<file path="src/sv/wlss_pkg.sv">
`timescale 1ns / 1ps
// ----------------------------------------------------------------------------
// wlss_pkg
// Shared sizes, codes and types of the wear-leveled settings store.
// ----------------------------------------------------------------------------
package wlss_pkg;

    localparam int WORDS       = 5;
    localparam int STORE_BYTES = 1024;
    localparam int SLOTS       = STORE_BYTES / (2 * WORDS + 1);

    localparam int WORD_IDX_W  = $clog2(WORDS);
    localparam int SLOT_W      = $clog2(SLOTS);
    localparam int REC_DEPTH   = SLOTS * WORDS;
    localparam int REC_AW      = $clog2(REC_DEPTH);

    typedef enum logic [1:0] {
        FN_LOAD    = 2'd0,
        FN_GET     = 2'd1,
        FN_SET_KEY = 2'd2,
        FN_SET_MOD = 2'd3
    } func_t;

    typedef enum logic [1:0] {
        ST_DONE      = 2'd0,
        ST_BAD_INDEX = 2'd1,
        ST_LOADED    = 2'd2,
        ST_NO_RECORD = 2'd3
    } status_t;

    typedef enum logic [3:0] {
        S_IDLE,
        S_SCAN_INIT,
        S_SCAN_PREV,
        S_SCAN,
        S_LD_ADDR,
        S_LD_DATA,
        S_LD_CHECK,
        S_SET_APPLY,
        S_SAVE_WORD,
        S_SAVE_RING,
        S_DONE
    } state_t;

    typedef struct packed {
        logic capture;
        logic scan_init;
        logic scan_prev;
        logic scan_step;
        logic rec_cap;
        logic load_check;
        logic apply_set;
        logic rec_wr;
        logic ring_wr;
        logic out_load;
    } cmd_t;

    typedef struct packed {
        logic  scan_done;
        logic  word_last;
        logic  idx_valid;
        func_t func;
    } sts_t;

    function automatic logic [15:0] reset_word(input int i);
        logic [15:0] w;
        case (i)
            0:       w = 16'h554B;
            1:       w = 16'h0001;
            2:       w = 16'h0056;
            3:       w = 16'h0057;
            4:       w = 16'h0067;
            default: w = 16'h0000;
        endcase
        return w;
    endfunction

endpackage

</file>
<file path="src/sv/wlss_ctrl.sv">
`timescale 1ns / 1ps
// ----------------------------------------------------------------------------
// wlss_ctrl
// Sequencer: ring scan, record load or save, result hand-off.
// ----------------------------------------------------------------------------
module wlss_ctrl
    import wlss_pkg::*;
(
    input  logic aclk,
    input  logic aresetn,
    input  logic s_valid,
    output logic s_ready,
    output logic m_valid,
    input  logic m_ready,
    input  sts_t sts,
    output cmd_t cmd
);

    state_t state_reg, state_next;
    logic   m_valid_reg;

    always_ff @(posedge aclk) begin
        if (!aresetn) begin
            state_reg <= S_IDLE;
        end else begin
            state_reg <= state_next;
        end
    end

    always_comb begin
        state_next = state_reg;
        unique case (state_reg)
            S_IDLE: begin
                if (s_valid) state_next = S_SCAN_INIT;
            end
            S_SCAN_INIT: state_next = S_SCAN_PREV;
            S_SCAN_PREV: state_next = S_SCAN;
            S_SCAN: begin
                if (sts.scan_done) begin
                    if (sts.func == FN_LOAD) begin
                        state_next = S_LD_ADDR;
                    end else if (!sts.idx_valid || sts.func == FN_GET) begin
                        state_next = S_DONE;
                    end else begin
                        state_next = S_SET_APPLY;
                    end
                end
            end
            S_LD_ADDR: state_next = S_LD_DATA;
            S_LD_DATA: begin
                state_next = sts.word_last ? S_LD_CHECK : S_LD_ADDR;
            end
            S_LD_CHECK:  state_next = S_DONE;
            S_SET_APPLY: state_next = S_SAVE_WORD;
            S_SAVE_WORD: begin
                if (sts.word_last) state_next = S_SAVE_RING;
            end
            S_SAVE_RING: state_next = S_DONE;
            S_DONE: begin
                if (!m_valid_reg || m_ready) state_next = S_IDLE;
            end
            default: state_next = S_IDLE;
        endcase
    end

    always_comb begin
        cmd     = '0;
        s_ready = 1'b0;
        unique case (state_reg)
            S_IDLE: begin
                s_ready     = 1'b1;
                cmd.capture = s_valid;
            end
            S_SCAN_INIT: cmd.scan_init  = 1'b1;
            S_SCAN_PREV: cmd.scan_prev  = 1'b1;
            S_SCAN:      cmd.scan_step  = 1'b1;
            S_LD_ADDR:   cmd            = '0;
            S_LD_DATA:   cmd.rec_cap    = 1'b1;
            S_LD_CHECK:  cmd.load_check = 1'b1;
            S_SET_APPLY: cmd.apply_set  = 1'b1;
            S_SAVE_WORD: cmd.rec_wr     = 1'b1;
            S_SAVE_RING: cmd.ring_wr    = 1'b1;
            S_DONE:      cmd.out_load   = !m_valid_reg || m_ready;
            default:     cmd            = '0;
        endcase
    end

    // output register: a new result may only replace one that was taken
    always_ff @(posedge aclk) begin
        if (!aresetn) begin
            m_valid_reg <= 1'b0;
        end else if (cmd.out_load) begin
            m_valid_reg <= 1'b1;
        end else if (m_ready) begin
            m_valid_reg <= 1'b0;
        end
    end

    assign m_valid = m_valid_reg;

endmodule

</file>
<file path="config.mk">
export PLATFORM = sky130hd
export DESIGN_NAME = wlss_ctrl
export DESIGN_NICKNAME = d
export VERILOG_FILES = /design/src/sv/wlss_pkg.sv /design/src/sv/wlss_ctrl.sv
export SDC_FILE = /design/constraint.sdc
export NUM_CORES = 1
export LEC_CHECK = 0
export ABC_AREA = 1
export BUFFER_PORTS_ARGS = -buffer_cell sky130_fd_sc_hd__buf_2
export CAP_MARGIN = 20
export CORE_MARGIN = 2
export CORE_UTILIZATION = 30
export CTS_CLUSTER_DIAMETER = 120
export DETAILED_ROUTE_END_ITERATION = 10
export GPL_TIMING_DRIVEN = 0
export SLEW_MARGIN = 10
export SYNTH_ARGS = -nofsm -noshare
export SYNTH_HDL_FRONTEND = slang
export SYNTH_SLANG_ARGS = --single-unit
</file>
<file path="constraint.sdc">
create_clock -name aclk -period 1.8 [get_ports aclk]
set_clock_uncertainty 0.2 [all_clocks]
set_input_delay 0.36 -clock aclk [delete_from_list [all_inputs] [get_ports aclk]]
set_output_delay 0.36 -clock aclk [all_outputs]
set_load 0.01 [all_outputs]
</file>
Word level (Yosys, flattened, before mapping)
Index checks and enable logic that the tools add are counted.

storage, ports and cells
  output and inout port bits = 12
  register bits after elaboration = 5
  bits of input ports = 9

operators by class
  reductions and logical operators = 9
  eq/ne operators = 15
  muxes and demuxes = 21

operators by type and width
  operator                                        count
  one-hot mux 4 bit (10 select lines)             1
  2-to-1 mux 4 bit                                6
  == test 4 x 3 -> 1 bit (second input constant)  4
  2-to-1 mux 1 bit                                13
  == test 4 bit (second input constant)           3
  == test 4 x 2 -> 1 bit (second input constant)  2
  inequality test 2 bit (second input constant)   4
  == test 4 x 1 -> 1 bit (second input constant)  1
  logical NOT 4 bit                               1
  AND reduction 4 bit                             1
  == test 2 x 1 -> 1 bit (second input constant)  1
  logical NOT 1 bit                               2
  logical NOT 2 bit                               1
  logical OR 1 bit                                2
  2-to-1 mux 2 bit                                1
  nonzero test 2 bit                              1
  OR reduction 2 bit                              1

Depth between registers and ports, before layout
  depth after elaboration = 6
  mapped depth = 8

Least setup slack after synthesis
No wires, ideal clock.

  kind = flip-flop to output port
  start point = reg state_reg[3]
  end point = out cmd[0] in the netlist's numbering
  buffers on the path = 0
  cell stages (with the launch flop) = 3
  arrival = 0.869 ns
  setup slack = 0.371 ns
  cell sequence = dfxtp_1 nand2_1 nor3_1

RTL lines
  item                    RTL line         RTL
  from (decl)             wlss_ctrl.sv:19  state_t state_reg, state_next;
  from (signal assigned)  wlss_ctrl.sv:26  state_reg <= state_next;
  to (decl)               wlss_ctrl.sv:16  output cmd_t cmd

==> results_dict.tcl <==
set metrics [dict create \
    max_freq_ghz 0.583 \
    ys_types 15 \
    antenna_left 0 \
    dp_hpwl_um 932 \
    dieArea_um2 1830 \
    hold_ws_ns 0.211 \
    grt_setup_unrepaired "no" \
    placed_area_um2 572 \
    cts_tree "built" \
    clk_latency_ns 0.24 \
    switching_share 0.432 \
    seqPwrFrac 0.281 \
    hp-class "in2reg" \
    initial_core_util 0.311 \
    area_growth_pct 37.1 \
    port_buffers 20 \
    worst_ep_required_time_ns 1.24 \
    cts.sinks 5 \
    grt_usage 0.146 \
    post-route-period-util 0.953 \
    die_w_um 42.8 \
    cts_hold_buf 0 \
    critical-path-max-stage-delay_ns 0.36 \
    clk_path_buf_depth 2 \
    postSynthCellCount 86 \
    final_common_cell "nand2_1" \
    grt_pass1_vias 514 \
    diodes 0 \
    io_pins 21 \
    relSlewSlack 0.840 \
    worstSetupPathType "reg2out" \
    gr-total-overflow 0 \
    synth_seq_cells 5 \
    drive_above_1_share 0.342 \
    path_buf_inv 2 \
    p_sw_mw 0.236 \
    fin_nets 121 \
    syn-num-nets 95 \
    vias 584 \
    slew_violations 0 \
    clkPwrFrac 0.233 \
    viasPerCell 4.60 \
    grt_pass1_wl_mm 2.06 \
    cts-root-buf "clkbuf_4" \
    internal_power_mw 0.311 \
    status "complete, no violations" \
    htreeDepth 1 \
    period_needed_ns 1.71 \
    p_leak_nw 0.367 \
    antenna_found_initial 0 \
    start_kind "flop" \
    cp_slowest_cell "dfxtp_2" \
    crit_fanout 6 \
    arrival_ns 1.15 \
    rows 14 \
    wirelength_mm 1.14 \
    maxCapViolCount 0 \
    seq_area_frac_synth 0.222 \
    wl_per_cell_um 9.00 \
    hold_violations 0 \
    layout_common_cells "nand2_1, buf_2, inv_1, nor2_1, nand3_1" \
    worst_setup_path_end_kind "output port" \
    setup_viol 0 \
    power_mw 0.547 \
    syn_area_um2 452 \
    critPathTopFamily "flip-flops" \
    ys.warnings.count 0 \
    place.gp.congestion 0.777 \
    max-vdd-ir-drop_mv 0.444 \
    drc 0 \
    fin_area_um2 619 \
    utilization 0.426 \
    clkTransAtPathRegs_ns 0.04 \
    combPwrFrac 0.486 \
    p_per_area_nw_per_um2 883 \
    core_area_um2 1450 \
    drt_pass1_iterations 4 \
    cts_buffers 3 \
    worstMarginPinSlew_ns 0.239 \
    largest_reg_flops 4 \
    cp_cell_sequence "nor2_4 > inv_2 > nor2_2 > buf_2" \
    die_h_um 42.8 \
    drt_iter0_drc 13 \
    fin_setup_tns_ns 0 \
    avgSynthCellArea_um2 5.25 \
    grt_max_degree 7 \
]
## worst min-delay path, cell delays in order
cell    delay (ns)
buf_2         0.07
inv_1         0.08
nor2_1        0.10
## power by group through the flow
stage	logic, mW	registers [mW]	clock network, mW
after detailed placement	0.259	0.150	0
after CTS	0.262	0.149	0.133
final	0.266	0.154	0.127
after global placement	0.258	0.150	0
after floorplan	0.183	0.145	0
after global routing	0.307	0.156	0.143
## routing by layer
| layer | GRT usage | vias to the layer above | share of wire |
|---|---|---|---|
| li1 | - | 308 | - |
| met1 | 0.185 | 259 | 0.45 |
| met2 | 0.230 | 17 | 0.47 |
| met3 | 0.0681 | 0 | 0.081 |
| met4 | 0.0188 | 0 | 0 |
| met5 | 0 | - | 0 |
## logic make-up (layout without fill, tap and decap cells)
kind of cell           Yosys count  count (layout)  share of synthesized area
AO/OA/AOI/OAI                    7               7                     0.0831
buffers and inverters           19              44                      0.158
flip-flops                       5               5                      0.222
AND/OR/NAND/NOR                 55              55                      0.537
## cell usage after synthesis
cell type,instances,area (um^2)
dfxtp_1,5,100
o21ai_0,2,10.0
nor2_1,15,56.3
nor3_1,2,10.0
a21oi_1,3,15.0
nor2_2,3,18.8
nor2_4,1,11.3
nor3_2,1,10.0
inv_2,2,7.51
nand3_1,7,35.0
a22oi_1,1,7.51
o21ai_1,1,5.00
nand2_1,25,93.8
nand3b_1,1,7.51
inv_1,17,63.8
## final cells by class
class | count | area [um^2]
clock buffers | 4 | 26.3
fillers | 169 | 835
inverters | 19 | 71.3
multi-input cells | 62 | 290
flip-flops and latches | 5 | 104
well taps | 16 | 20.0
repair buffers | 21 | 108
## final timing paths
| check | startpoint | endpoint | slack [ns] | depth (start not counted) |
|---|---|---|---|---|
| setup / recovery | state_reg[2] | cmd[6] | 0.09 | 4 |
| hold / removal | aresetn | m_valid | 0.21 | 3 |
| setup reg to reg | state_reg[0] | state_reg[1] | 0.38 | 7 |
| hold reg to reg | state_reg[3] | state_reg[3] | 0.34 | 2 |
## per-stage QoR
stage          worst slack (ns)  instances
3_3_place_gp              0.248        122
3_5_place_dp              0.232        122
4_1_cts                  0.0140        126
6_report                 0.0851        127
5_1_grt                 0.00215        127
2_1_floorplan             0.371         86
## timing repair
| action | CTS | global route |
|---|---|---|
| pin swaps | 0 | 1 |
| setup buffers | 0 | 1 |
| resized for setup | 2 | 5 |
| setup endpoints to repair | 2 | 7 |
(Power assumes the default switching activity.)
